==> src/design/bba_first_set.sv <==
`timescale 1ns / 1ps
// Shared lowest-set-bit finder used for both steps of the free block search.
module bba_first_set #(
	parameter int IDX_W = 4
) (
	input  logic [(1 << IDX_W)-1:0] vec,
	output logic [IDX_W-1:0]        idx
);

	always_comb begin
		idx = '0;
		for (int i = (1 << IDX_W) - 1; i >= 0; i--) begin
			if (vec[i]) begin
				idx = IDX_W'(i);
			end
		end
	end

endmodule

==> config.mk <==
export PLATFORM = sky130hd
export DESIGN_NAME = bba_first_set
export DESIGN_NICKNAME = d
export VERILOG_FILES = /design/src/design/bba_first_set.sv
export SDC_FILE = /design/constraint.sdc
export NUM_CORES = 1
export LEC_CHECK = 0
export BUFFER_PORTS_ARGS = -buffer_cell sky130_fd_sc_hd__buf_2
export CAP_MARGIN = 20
export CORE_AREA = 3 3 40 42
export DETAILED_ROUTE_END_ITERATION = 7
export DIE_AREA = 0 0 43 45
export MAX_ROUTING_LAYER = met4
export PLACE_DENSITY = 0.51
export SYNTH_ARGS = -nofsm -noshare
export SYNTH_HDL_FRONTEND = slang
export SYNTH_SLANG_ARGS = --single-unit
export TNS_END_PERCENT = 5
==> constraint.sdc <==
create_clock -name vclk -period 0.8
set_input_delay 0.04 -clock vclk [all_inputs]
set_output_delay 0.04 -clock vclk [all_outputs]
set_load 0.03 [all_outputs]
==> results.toml <==
[logic_synthesis]
synthSimpleGateAreaFrac_pct = 54.5
synth_nets = 47
synthCells = 31
synth_mux_area_share_pct = 0
synthAdderAreaFrac_pct = 0
synth-seq-area-share_pct = 0
synth_compound_area_share_pct = 39.2
synth_area_um2 = 179
ys_types = 15
synth-xor-area-share_pct = 0
syn_area_per_cell_um2 = 5.77
ys_warn_count = 0
synth_top_family_by_area = "simple AND/OR/NAND/NOR gates"

[min_path]
hold_class = "in -> out"

[floorplan]
num_rows = 13
io_pins = 20
core_area_um2 = 1280
start_util_pct = 13.9
fp.dieW_um = 43
dieArea_um2 = 1940
fp.dieH_um = 45

[cells_and_area]
design.seq.count = 0
final_cell_area_um2 = 517
clock_buffers = 0
num_antenna_cells = 0
nets = 80
drive_gt1_share_pct = 67.7
areaGrowthSynthToFinish_pct = 189
fill_cells = 141
final-seq-area_um2 = 0
utilization_pct = 40.2

[detailed_routing]
routedWlPerCell_um = 10.0
firstDrtPassIters = 2
vias_per_cell = 4.38
dr.first_iter.drc_count = 6
dr_total_vias = 337
wl_um = 772
drc = 0
ant_nets = 0

[global_routing]
track_usage_pct = 7.86
grt_pass1_vias = 295
antenna_found_initial = 0
grt_first_pass_wirelength_um = 1210
grt_overflow = 0
grt_max_degree = 5

[critical_path]
end_kind = "primary output"
crit_arrival_ps = 880
critical_path_class = "in -> out"
start_kind = "input pin"
cp.required_ps = 760
critPathMaxFanout = 2

[sta]
hold_slack_ps = 428
rsz0062_at_grt = "true"
layout_min_cycle_time_ps = 924
clock.fmax_mhz = 1080
slew-limit-headroom_pct = 81.2
finalSetupViolCount = 4
worst_pin_slew_ps = 279
fin_crit_sh_pct = 115
worst_slack_ps = -124
drv_slew = 0
hold_viol_final = 0

[run_status]
violations = "negative setup slack"
status = "finished with violations"

[power]
power_density_nw_per_um2 = 464
irDropWorstVdd_uv = 239
p_leak_uw = 0.000227

[placed_design]
portBuffers = 20
dpl_cell_area_um2 = 390
dp_hpwl_um = 648
gp_congestion = 0.763

[flow_run]
drv_cap = 0

[cts]
hold_buffers = 0
repair_timing:
item | 4_1_cts | 5_1_grt
setup endpoints to repair | 4 | 4
pin swaps | 2 | 9
setup buffers | 1 | 1
cloned | 0 | 0
resized for setup | 12 | 18
worst max-delay path, stage by stage:
cell     delay (ps)
buf_6           100
nor4_4          300
nand3_2         130
a31oi_4         160
buf_6           150
cell usage after synthesis:
| library cell | instances | area [um^2] |
|---|---|---|
| a21oi_1 | 4 | 20.0 |
| a31oi_1 | 2 | 12.5 |
| inv_1 | 3 | 11.3 |
| nand2_1 | 3 | 11.3 |
| nand2b_1 | 1 | 6.26 |
| nand3_1 | 2 | 10.0 |
| nor2_1 | 7 | 26.3 |
| nor3_1 | 2 | 10.0 |
| nor4_2 | 1 | 12.5 |
| nor4_4 | 1 | 21.3 |
| o21ai_0 | 1 | 5.00 |
| o22ai_1 | 1 | 6.26 |
| o311a_1 | 1 | 10.0 |
| o31ai_1 | 1 | 7.51 |
| o41ai_1 | 1 | 8.76 |
per-layer routing:
metal,up-vias,wire length (um),GRT usage [%]
met4,0,0,0
met1,145,338,11.2
met2,11,376,12.9
met5,-,0,-
li1,181,-,-
met3,0,57,0.797
layout make-up:
cell class,count,area (um^2),area share [%]
repair buffers,31,253,48.9
multi-input cells,28,234,45.3
well taps,15,18.8,3.63
inverters,3,11.3,2.18
metrics by stage:
step	worst slack (ps)	total power, uW	std cells	TNS [ps]
after CTS	-146	203	76	-526
after global placement	-218	177	75	-671
after floorplan	-86.2	67.4	31	-209
after detailed placement	-261	179	75	-699
after global routing	-186	258	77	-687
final	-124	240	77	-444
power breakdown:
part | leakage, uW | internal [uW] | switching, uW
Clock | 0 | 0 | 0
Sequential | 0 | 0 | 0
Combinational | 0.000227 | 128 | 112
Total | 0.000227 | 128 | 112
cells by family after synthesis:
| group | Yosys count |
|---|---|
| AOI/OAI and AO/OA | 11 |
| buffers and inverters | 3 |
| and+or+nand+nor | 17 |
worst paths after layout:
kind | from | endpoint | slack (ps) | cells past startpoint
worst min-delay path | vec[11] | idx[2] | 430 | 5
worst max-delay path | vec[6] | idx[3] | -120 | 5
cells in the final DEF (no fill, tap or decap), drive strengths merged:
cell    count
nand3       2
o31ai       1
nand2       3
o21ai       1
nor4        2
inv         3
o41ai       1
a21oi       4
o311a       1
nand2b      1
buf        31
nor2        7
a31oi       2
nor3        2
o22ai       1
(Power assumes the default switching activity.)
