--- src/design/bba_pkg.sv ---
`timescale 1ns / 1ps
// Shared types, codes, port widths and width helpers of the buddy block allocator.
package bba_pkg;

	localparam int POOL_UNITS_DEF  = 256;
	localparam int OWNER_SLOTS_DEF = 16;

	localparam int TOTAL_W     = 9;
	localparam int ID_W        = 4;
	localparam int SIZE_W      = 9;
	localparam int STATUS_W    = 3;
	localparam int START_W     = 8;
	localparam int ORDER_OUT_W = 4;

	localparam logic OP_RESERVE = 1'b0;
	localparam logic OP_RELEASE = 1'b1;

	typedef enum logic [STATUS_W-1:0] {
		ST_OK      = 3'd0,
		ST_HELD    = 3'd1,
		ST_ZERO    = 3'd2,
		ST_NOFIT   = 3'd3,
		ST_UNKNOWN = 3'd4
	} status_t;

	typedef struct packed {
		logic wr;
		logic val;
		logic init;
	} fm_cmd_t;

	typedef struct packed {
		logic wr;
		logic val;
		logic clr;
	} ot_cmd_t;

	function automatic int pos_width(input int pool);
		return $clog2(pool);
	endfunction

	function automatic int ord_width(input int pool);
		int w;
		w = $clog2($clog2(pool) + 2);
		return (w > ORDER_OUT_W) ? w : ORDER_OUT_W;
	endfunction

	function automatic int own_index_width(input int slots);
		int n;
		n = (slots < (1 << ID_W)) ? slots : (1 << ID_W);
		return (n > 1) ? $clog2(n) : 1;
	endfunction

	function automatic int reset_total(input int pool);
		return (pool < 256) ? pool : 256;
	endfunction

endpackage

--- src/design/bba_owner_table.sv ---
`timescale 1ns / 1ps
// Owner table holding the start and order of the block each owner id holds.
module bba_owner_table import bba_pkg::*; #(
	parameter int POOL_UNITS  = POOL_UNITS_DEF,
	parameter int OWNER_SLOTS = OWNER_SLOTS_DEF
) (
	input  logic                                 clk,
	input  logic                                 arst_n,
	input  ot_cmd_t                              cmd,
	input  logic [own_index_width(OWNER_SLOTS)-1:0] idx,
	input  logic [pos_width(POOL_UNITS)-1:0]     wr_start,
	input  logic [ord_width(POOL_UNITS)-1:0]     wr_order,
	output logic                                 rd_valid,
	output logic [pos_width(POOL_UNITS)-1:0]     rd_start,
	output logic [ord_width(POOL_UNITS)-1:0]     rd_order
);

	localparam int POS_W = pos_width(POOL_UNITS);
	localparam int ORD_W = ord_width(POOL_UNITS);
	localparam int DEPTH = 1 << own_index_width(OWNER_SLOTS);

	logic [DEPTH-1:0] valid_q;
	logic [POS_W-1:0] start_q [DEPTH];
	logic [ORD_W-1:0] order_q [DEPTH];

	assign rd_valid = valid_q[idx];
	assign rd_start = start_q[idx];
	assign rd_order = order_q[idx];

	always_ff @(posedge clk or negedge arst_n) begin
		if (!arst_n) begin
			valid_q <= '0;
		end else if (cmd.clr) begin
			valid_q <= '0;
		end else if (cmd.wr) begin
			valid_q[idx] <= cmd.val;
		end
	end

	always_ff @(posedge clk) begin
		if (cmd.wr && cmd.val) begin
			start_q[idx] <= wr_start;
			order_q[idx] <= wr_order;
		end
	end

endmodule

--- config.mk ---
export PLATFORM = sky130hd
export DESIGN_NAME = bba_owner_table
export DESIGN_NICKNAME = d
export VERILOG_FILES = /design/src/design/bba_pkg.sv /design/src/design/bba_owner_table.sv
export SDC_FILE = /design/constraint.sdc
export NUM_CORES = 1
export LEC_CHECK = 0
export BUFFER_PORTS_ARGS = -buffer_cell sky130_fd_sc_hd__buf_2
export CAP_MARGIN = 10
export CORE_UTILIZATION = 55
export DETAILED_ROUTE_END_ITERATION = 8
export GPL_TIMING_DRIVEN = 0
export PLACE_DENSITY = 0.72
export SKIP_CTS_REPAIR_TIMING = 1
export SYNTH_ARGS = -nofsm -noshare
export SYNTH_HDL_FRONTEND = slang
export SYNTH_SLANG_ARGS = --single-unit
--- constraint.sdc ---
create_clock -name clk -period 2.75 [get_ports clk]
set_clock_uncertainty 0.1 [all_clocks]
set_input_delay 0.275 -clock clk [delete_from_list [all_inputs] [get_ports clk]]
set_output_delay 0.275 -clock clk [all_outputs]
set_load 0.02 [all_outputs]
==> summary.txt, run 1 <==
Detailed routing
  • Vias: 4151
  • Avg Vias per Cell: 6.32
  • First-pass DRT Iterations: 5
  • Routed Antenna Nets: 0
  • DRC Markers: 0
  • Final wirelength: 17100 µm
  • Wire per inst: 26.0 µm
  • Iteration-0 DRC Markers: 393

Setup path
  • CP Capture Type: primary output
  • Worst Path Required: 2.38 ns
  • Critical path startpoint category: primary input
  • Worst r2r dst: valid_q[12]
  • CP Buf/Inv Count: 3
  • FF-to-FF setup slack: 1.92 ns
  • CP most frequent cell: clkbuf_1
  • R2r startpoint: valid_q[12]
  • Critical path arrival: 2.17 ns
  • Crit Path Category: primary input to primary output
  • R2R depth: 2
  • CP startpoint: idx[1]
  • Worst-path cell chain: clkbuf_1 > clkbuf_1 > mux4_2 > a22oi_1 > nand2_1 > buf_2
  • Crit Path Max Fanout: 10
  • CP delay by family, top: buffers and inverters
  • Critical Path Max Stage Delay: 0.61 ns
  • Slowest cell on crit path: clkbuf_1

Clocking
  • Clk_lat worst skew: 0.49 ns
  • CTS buffer count: 22
  • Clk root buf: clkbuf_16
  • H-tree depth: 1
  • Clock slew at reported path FFs: 0.06 ns
  • CTS tree: yes
  • CTS max path bufs: 3
  • Clk sink count: 208

Min path
  • Hold Path Stages: 2
  • Hold Crit Class: primary input to register
  • WHS Endpoint: valid_q[9]
  • Worst hold start: cmd[0]

Logic synthesis
  • Mapped Cells: 405
  • Mux contribution to synthesized area: 0.150
  • Synth Area in Simple Gates: 0.0300
  • Compound-Gate Fraction of Synth Area: 0.0435
  • Post-Syn Area: 0.00818 mm²
  • Syn. warnings: 0
  • Avg Inst Size Synth: 20.2 µm²
  • Adder-cell share of the synthesized area: 0
  • Sequential share of the synthesized area: 0.754
  • FF+latch count, synth: 208
  • Synth unique cells: 25
  • XOR/XNOR Fraction of Synth Area: 0
  • Synth Net Count: 426
  • Largest family of logic cells by synthesized area: multiplexers

Global routing
  • Largest net degree at the start of global routing: 17
  • Remaining global-route overflow: 0
  • First-pass GRT wire length: 25200 µm
  • Number of global-route vias before repair: 4166
  • GRT Total Usage: 0.238
  • Antenna violations before repair: 0

Floorplanning
  • Die Ht: 124 µm
  • Rows: 44
  • Core area: 0.0145 mm²
  • Chip Width: 124 µm
  • Initial Utilization: 0.563
  • Die footprint: 0.0154 mm²
  • Top Ports: 34

Timing
  • Hold WS: 0.0238 ns
  • Unrepaired setup endpoints after global routing: false
  • Worst-Margin Slew: 0.757 ns
  • Hold Violations, Final: 0
  • Final setup viols: 0
  • Final min period: 2.54 ns
  • Final Cycle Share: 0.924
  • Max Slew Vio Count: 0
  • Fmax: 0.394 GHz
  • Final setup TNS: 0 ns
  • Rel. slew slack: 0.496

Power
  • Leakage: 3.22 nW
  • Power Dens Cells: 703 mW/mm²
  • Maximum VDD drop: 0.498 mV

Cells and area
  • Layout cell share with drive strength beyond 1: 0.228
  • Most frequent cells in the layout: edfxtp_1, mux4_2, buf_2
  • Commonest non-fill, non-tap cell in the layout: edfxtp_1
  • Filler cells: 1012
  • Diodes inserted: 0
  • Layout Area Growth over Synthesis: 12.5%
  • Nets@finish: 481

Run status
  • Status: finished clean

Flow run
  • Max_cap viols: 0

Place
  • Port buffer count: 30
  • Routability congestion estimate from global placement: 0.887
  • HPWL Detailed: 10500 µm
cell usage after synthesis:
library cell  instances  area share
and3b_1               4      0.0043
a21oi_1              16      0.0098
buf_2                 6      0.0037
nand2_1              30       0.014
nand3_1               1     0.00061
or2_2                 1     0.00077
nor3b_1               2      0.0018
nor2_1                1     0.00046
o21ai_0              16      0.0098
and3_1                2      0.0015
inv_1                16      0.0073
clkbuf_1              8      0.0037
nand3b_1              2      0.0018
nand2b_1              2      0.0015
buf_4                 2      0.0018
a22oi_1              26       0.024
dfrtp_1              16       0.049
mux4_2               38        0.10
buf_6                 4      0.0055
or3b_2                1      0.0011
edfxtp_1            192        0.71
and2_1                1     0.00077
buf_1                 2     0.00092
mux4_1               14       0.045
nor2b_1               2      0.0015
kinds of logic (layout without fill, tap and decap cells):
| family | Yosys count | count (layout) |
|---|---|---|
| AND/OR/NAND/NOR | 49 | 49 |
| AO/OA/AOI/OAI | 58 | 58 |
| buffers and inverters | 38 | 106 |
| multiplexers | 52 | 52 |
| flip-flops | 208 | 208 |
metal layers:
| layer | GRT usage | share of wire |
|---|---|---|
| met3 | 0.0444 | 0.067 |
| met4 | 0.0804 | 0.024 |
| met5 | 0 | 0 |
| met2 | 0.383 | 0.49 |
| met1 | 0.333 | 0.42 |
report_power, final:
part	switching, mW	total [mW]	internal, mW
Combinational	0.224	0.356	0.132
Sequential	0.00857	3.50	3.49
Clock	1.11	2.61	1.51
Total	1.34	6.47	5.13
how the worst max path moves through the flow:
stage,endpoint,slack (ns),cells after the start
floorplan,rd_order[2],0.94,5
global placement,rd_start[0],0.23,6
detailed placement,rd_start[0],0.21,6
CTS,rd_start[0],0.17,6
global route,rd_start[0],0.09,6
finish,rd_start[0],0.21,6
stage by stage:
stage          utilization  worst slack, ns  cells  power (mW)  instance area, µm²
3_3_place_gp         0.589            0.232    619        3.91                8560
5_1_grt              0.633           0.0900    657        6.67                9200
2_1_floorplan            -            0.940    405        3.78                8180
4_1_cts              0.632            0.173    656        6.52                9190
6_report             0.633            0.209    657        6.47                9200
3_5_place_dp         0.589            0.211    619        3.92                8560
state kept, by name (all words and copies together) (netlist names):
| name | flops |
|---|---|
| order_q | 64 |
| valid_q | 16 |
| start_q | 128 |
layout make-up:
class | instances | area, µm² | area share
sequential | 208 | 6170 | 0.670
buffer | 22 | 128 | 0.0139
clock inverter | 11 | 47.5 | 0.00517
inverter | 16 | 60.1 | 0.00653
tap | 184 | 230 | 0.0250
clock buffer | 26 | 587 | 0.0638
multi-input combinational | 159 | 1820 | 0.198
timing repair buffer | 31 | 160 | 0.0174
(Power assumes the default switching activity.)
==> inputs of run 2 (changes only) <==
--- a/config.mk
+++ b/config.mk
@@ -7,6 +7,7 @@
 export LEC_CHECK = 0
 export BUFFER_PORTS_ARGS = -buffer_cell sky130_fd_sc_hd__buf_2
 export CAP_MARGIN = 10
+export CORE_ASPECT_RATIO = 0.7
 export CORE_UTILIZATION = 55
 export DETAILED_ROUTE_END_ITERATION = 8
 export GPL_TIMING_DRIVEN = 0
==> summary.txt, run 2 (synthesized netlist as in run 1, its figures left out) <==
Timing
  • Hold Violations, Final: 0 (unchanged)
  • Rel. slew slack: 0.475 (-0.0208)
  • Unrepaired setup endpoints after global routing: false
  • Final setup viols: 0 (unchanged)
  • Worst-Margin Slew: 0.788 ns (+0.0313 ns)
  • Max Slew Vio Count: 0 (unchanged)
  • Final setup TNS: 0 ns (unchanged)
  • Final Cycle Share: 0.919 (-0.00511)
  • Final min period: 2.53 ns (-0.0141 ns)
  • Final worst slack: 0.223 ns (+0.0141 ns)
  • Fmax: 0.396 GHz (+0.56%)

Place
  • HPWL Detailed: 10500 µm (+0.14%)
  • Port buffer count: 30 (unchanged)
  • Dpl ws: 0.234 ns (+0.0231 ns)
  • Routability congestion estimate from global placement: 0.876 (-1.3%)

Floorplanning
  • Rows: 36 (-18%)
  • Die footprint: 0.0154 mm² (about the same)
  • Chip Width: 148 µm (+19%)
  • Initial Utilization: 0.575 (+0.0119)
  • Die Ht: 104 µm (-16%)
  • Top Ports: 34 (unchanged)
  • Core area: 0.0142 mm² (-2.1%)

Cells and area
  • Layout Area Growth over Synthesis: 12.4%
  • Reg with most FFs: start_q
  • Largest register FFs: 128 (unchanged)
  • Most frequent cells in the layout: edfxtp_1, mux4_2, buf_2
  • Commonest non-fill, non-tap cell in the layout: edfxtp_1
  • Diodes inserted: 0 (unchanged)
  • Multi-input gate area: 0.00182 mm² (unchanged)
  • Reg area: 0.00617 mm² (unchanged)
  • Largest registers: start_q x128, order_q x64, valid_q x16
  • Filler cells: 986 (-2.6%)
  • Layout cell share with drive strength beyond 1: 0.231 (+0.00260)
  • Nets@finish: 479 (-0.42%)

Global routing
  • Antenna violations before repair: 0 (unchanged)
  • Largest net degree at the start of global routing: 17 (unchanged)
  • GRT Total Usage: 0.229 (-0.00928)
  • Remaining global-route overflow: 0 (unchanged)
  • First-pass GRT wire length: 25000 µm (-0.88%)
  • Number of global-route vias before repair: 4144 (-0.53%)

Detailed routing
  • Final wirelength: 16600 µm (-2.7%)
  • Routed Antenna Nets: 0 (unchanged)
  • DRC Markers: 0 (unchanged)
  • Iteration-0 DRC Markers: 403 (+2.5%)
  • Vias: 4126 (-0.60%)
  • Avg Vias per Cell: 6.23 (-1.4%)
  • Wire per inst: 25.1 µm (-3.4%)
  • First-pass DRT Iterations: 5 (unchanged)

Flow run
  • Max_cap viols: 0 (unchanged)

Setup path
  • Slowest cell on crit path: clkbuf_1
  • Worst Path Required: 2.38 ns (about the same)
  • CP delay by family, top: buffers and inverters
  • CP Capture Type: primary output
  • Crit Path Max Fanout: 10 (unchanged)
  • Worst-path cell chain: clkbuf_1 > clkbuf_1 > mux4_1 > a22oi_1 > nand2_1 > buf_2
  • Critical Path Max Stage Delay: 0.63 ns (+0.02 ns)
  • Crit Path Category: primary input to primary output
  • Critical path arrival: 2.15 ns (-0.02 ns)
  • Critical path startpoint category: primary input
  • CP most frequent cell: clkbuf_1
  • CP Buf/Inv Count: 3 (unchanged)

Power
  • Power Dens Cells: 700 mW/mm² (-0.49%)
  • Leakage: 3.21 nW (-0.11%)
  • Maximum VDD drop: 0.423 mV (-15%)

Clocking
  • Clk root buf: clkbuf_16
  • CTS max path bufs: 3 (unchanged)
  • CTS tree: yes
  • Clk sink count: 208 (unchanged)
  • Clock slew at reported path FFs: 0.06 ns (about the same)
  • H-tree depth: 1 (unchanged)
  • CTS buffer count: 20 (-9.1%)
  • Clk_lat worst skew: 0.48 ns (about the same)

Min path
  • Hold Crit Class: primary input to register

Run status
  • Status: finished clean
==> run 2: area by class of cell <==
type | instances | share of cell area
Timing Repair Buffer | 31 | 0.0174
Clock inverter | 8 | 0.00681
Clock buffer | 28 | 0.0600
Inverter | 16 | 0.00654
Buffer | 22 | 0.0139
Multi-Input combinational cell | 159 | 0.199
Tap cell | 190 | 0.0259
Sequential cell | 208 | 0.671
==> run 2: routing by layer <==
layer / track usage / part of all wire / vias to the layer above
li1: - / - / 1766
met1: 0.347 / 0.44 / 2155
met2: 0.338 / 0.46 / 174
met3: 0.0496 / 0.075 / 31
met4: 0.0677 / 0.025 / 0
met5: 0 / 0 / -
==> run 2: power breakdown <==
group          switching, mW  internal, mW
logic                  0.224         0.132
clock network           1.08          1.50
registers            0.00832          3.49
total                   1.31          5.12
==> run 2: worst paths after layout <==
kind | from | slack (ns) | cells after the start | to
worst max-delay path | idx[1] | 0.22 | 6 | rd_order[0]
max in group asynchronous | arst_n | 2.13 | 2 | valid_q[12]
worst max register to register | valid_q[7] | 1.90 | 2 | valid_q[7]
min in group asynchronous | arst_n | 0.14 | 2 | valid_q[11]
worst min register to register | valid_q[8] | 0.45 | 2 | valid_q[8]
worst min-delay path | cmd[0] | 0.06 | 2 | valid_q[11]
==> run 2: per-stage QoR <==
stage               cell area [µm²]  std cells   util  total power [mW]  hold slack, ns
floorplan                      8180        405      -              3.78          -0.121
CTS                            9180        661  0.645              6.47          -0.402
global placement               8570        625  0.602              3.91           0.101
detailed placement             8570        625  0.602              3.92           0.113
global route                   9190        662  0.646              6.61          0.0634
finish                         9190        662  0.646              6.43          0.0565
==> inputs of run 3 (changes only) <==
--- a/config.mk
+++ b/config.mk
@@ -13,6 +13,7 @@
 export GPL_TIMING_DRIVEN = 0
 export PLACE_DENSITY = 0.72
 export SKIP_CTS_REPAIR_TIMING = 1
+export SLEW_MARGIN = 20
 export SYNTH_ARGS = -nofsm -noshare
 export SYNTH_HDL_FRONTEND = slang
 export SYNTH_SLANG_ARGS = --single-unit
==> constraint.sdc (replaced) <==
create_clock -name clk -period 2.75 [get_ports clk]
set_clock_uncertainty 0.1 [all_clocks]
set_input_delay 0.4125 -clock clk [delete_from_list [all_inputs] [get_ports clk]]
set_output_delay 0.4125 -clock clk [all_outputs]
set_load 0.02 [all_outputs]
==> summary.txt, run 3 (synthesized netlist as in run 1, its figures left out) <==
Setup path
  • Crit Path Max Fanout: 10 (unchanged)
  • CP delay by family, top: buffers and inverters
  • CP Buf/Inv Count: 4 (+1)
  • Worst Path Required: 2.24 ns (-0.14 ns)
  • Critical Path Max Stage Delay: 0.55 ns (-0.08 ns)
  • CP most frequent cell: buf_2
  • R2R depth: 2 (unchanged)
  • R2r startpoint: valid_q[7]
  • Critical path startpoint category: primary input
  • Critical path arrival: 2.13 ns (-0.02 ns)
  • Worst-path cell chain: buf_2 > buf_2 > nor2b_1 > clkbuf_1 > a22oi_1 > nand2_1 > buf_2
  • FF-to-FF setup slack: 1.90 ns (about the same)
  • Crit Path Category: primary input to primary output
  • CP Capture Type: primary output
  • Slowest cell on crit path: clkbuf_1
  • Worst r2r dst: valid_q[7]

Cells and area
  • Finished Cell Area: 0.00920 mm² (about the same)
  • Largest registers: start_q x128, order_q x64, valid_q x16
  • Reg with most FFs: start_q
  • Most frequent cells in the layout: edfxtp_1, mux4_2, buf_2
  • Layout cell share with drive strength beyond 1: 0.239 (+0.00847)
  • Diodes inserted: 0 (unchanged)
  • Largest register FFs: 128 (unchanged)
  • Filler cells: 983 (-0.30%)
  • Nets@finish: 479 (unchanged)
  • Commonest non-fill, non-tap cell in the layout: edfxtp_1
  • Layout Area Growth over Synthesis: 12.4% (about the same)

Floorplanning
  • Die footprint: 0.0154 mm² (unchanged)
  • Top Ports: 34 (unchanged)
  • Chip Width: 148 µm (unchanged)
  • Core area: 0.0142 mm² (unchanged)
  • Die Ht: 104 µm (unchanged)
  • Initial Utilization: 0.575 (unchanged)
  • Rows: 36 (unchanged)

Clocking
  • CTS buffer count: 20 (unchanged)
  • Clock slew at reported path FFs: 0.06 ns (about the same)
  • CTS tree: yes
  • Clk root buf: clkbuf_16
  • Clk sink count: 208 (unchanged)
  • H-tree depth: 1 (unchanged)
  • Clk_lat worst skew: 0.48 ns (about the same)
  • CTS max path bufs: 3 (unchanged)

Timing
  • Final setup viols: 0 (unchanged)
  • Worst-Margin Slew: 0.782 ns (-0.00636 ns)
  • Final min period: 2.65 ns (+0.120 ns)
  • Fmax: 0.378 GHz (-4.5%)
  • Unrepaired setup endpoints after global routing: false
  • Rel. slew slack: 0.479 (+0.00424)
  • Final worst slack: 0.103 ns (-0.120 ns)
  • Hold WS: 0.184 ns (+0.127 ns)
  • Hold Violations, Final: 0 (unchanged)
  • Max Slew Vio Count: 0 (unchanged)
  • Final Cycle Share: 0.962 (+0.0435)

Min path
  • Hold Path Stages: 2 (unchanged)
  • Hold Crit Class: primary input to register
  • Worst hold start: cmd[0]
  • WHS Endpoint: valid_q[11]

Power
  • Flop pwr share: 0.544 (about the same)
  • Power Dens Cells: 700 mW/mm² (about the same)
  • Switch Pwr: 1.31 mW (+0.28%)
  • Internal power: 5.12 mW (about the same)
  • Switching part of the total: 0.204 (+0.000447)
  • Leakage: 3.23 nW (+0.38%)
  • Clk pwr share: 0.401 (about the same)
  • Combinational share of power: 0.055 (about the same)
  • Maximum VDD drop: 0.424 mV (+0.23%)

Detailed routing
  • Wire per inst: 25.1 µm (about the same)
  • Vias: 4107 (-0.46%)
  • Iteration-0 DRC Markers: 417 (+3.5%)
  • Final wirelength: 16600 µm (about the same)
  • DRC Markers: 0 (unchanged)
  • Avg Vias per Cell: 6.20 (-0.46%)
  • Routed Antenna Nets: 0 (unchanged)
  • First-pass DRT Iterations: 5 (unchanged)

Run status
  • Status: finished clean

Global routing
  • Number of global-route vias before repair: 4144 (unchanged)
  • Remaining global-route overflow: 0 (unchanged)
  • First-pass GRT wire length: 25000 µm (unchanged)
  • Largest net degree at the start of global routing: 17 (unchanged)
  • GRT Total Usage: 0.229 (unchanged)
  • Antenna violations before repair: 0 (unchanged)

Place
  • HPWL Detailed: 10500 µm (unchanged)
  • Dpl ws: -0.0411 ns (-0.275 ns)
  • DP Area: 0.00857 mm² (unchanged)
  • Routability congestion estimate from global placement: 0.876 (unchanged)
  • Port buffer count: 30 (unchanged)

Flow run
  • Max_cap viols: 0 (unchanged)
-- run 3: changes by cell type in the layout (fill, tap and decap cells not counted), sizes merged --
cell	previous run	this run
clkbuf	36	37
buf	44	43
-- run 3: metal layers --
layer | wire length (µm) | vias up | share of wire | GRT usage
met5 | 0 | - | 0 | 0
met4 | 401 | 0 | 0.024 | 0.0677
met3 | 1320 | 29 | 0.079 | 0.0496
met2 | 7590 | 167 | 0.46 | 0.338
met1 | 7300 | 2143 | 0.44 | 0.347
li1 | - | 1768 | - | -
-- run 3: power groups by stage --
stage / clock network (mW) / registers [mW] / logic (mW)
after detailed placement: 0 / 3.57 / 0.354
after CTS: 2.62 / 3.50 / 0.356
after floorplan: 0 / 3.57 / 0.211
final: 2.58 / 3.50 / 0.356
after global placement: 0 / 3.57 / 0.348
after global routing: 2.73 / 3.50 / 0.381
-- run 3: cell type report --
class                      count  area [µm²]  area share
tap                          190         238      0.0259
inverter                      16        60.1     0.00653
clock buffer                  28         552      0.0600
clock inverter                 8        62.6     0.00680
buffer                        22         133      0.0144
multi-input combinational    159        1820       0.198
timing repair buffer          31         160      0.0174
sequential                   208        6170       0.671
-- run 3: through the flow --
step	power, mW	TNS [ns]	instances	util
floorplan	3.78	0	405	-
global placement	3.91	-0.00839	625	0.602
detailed placement	3.92	-0.0843	625	0.602
CTS	6.47	-0.190	661	0.645
global route	6.61	0	662	0.646
finish	6.44	0	662	0.646
-- run 3: worst max path at each step --
stage               startpoint           to  slack (ns)  cells after the start
floorplan               idx[1]  rd_order[2]        0.67                      5
global placement        idx[1]  rd_start[0]      -0.008                      6
detailed placement      idx[1]  rd_start[0]       -0.04                      6
CTS                     idx[1]  rd_start[0]       -0.07                      6
global route            idx[2]  rd_order[0]       0.003                      7
finish                  idx[2]  rd_order[0]        0.10                      7
-- run 3: worst register-to-register path, stage by stage (launching register included) --
cell	delay, ns
dfrtp_1	0.38
o21ai_0	0.11
a21oi_1	0.12
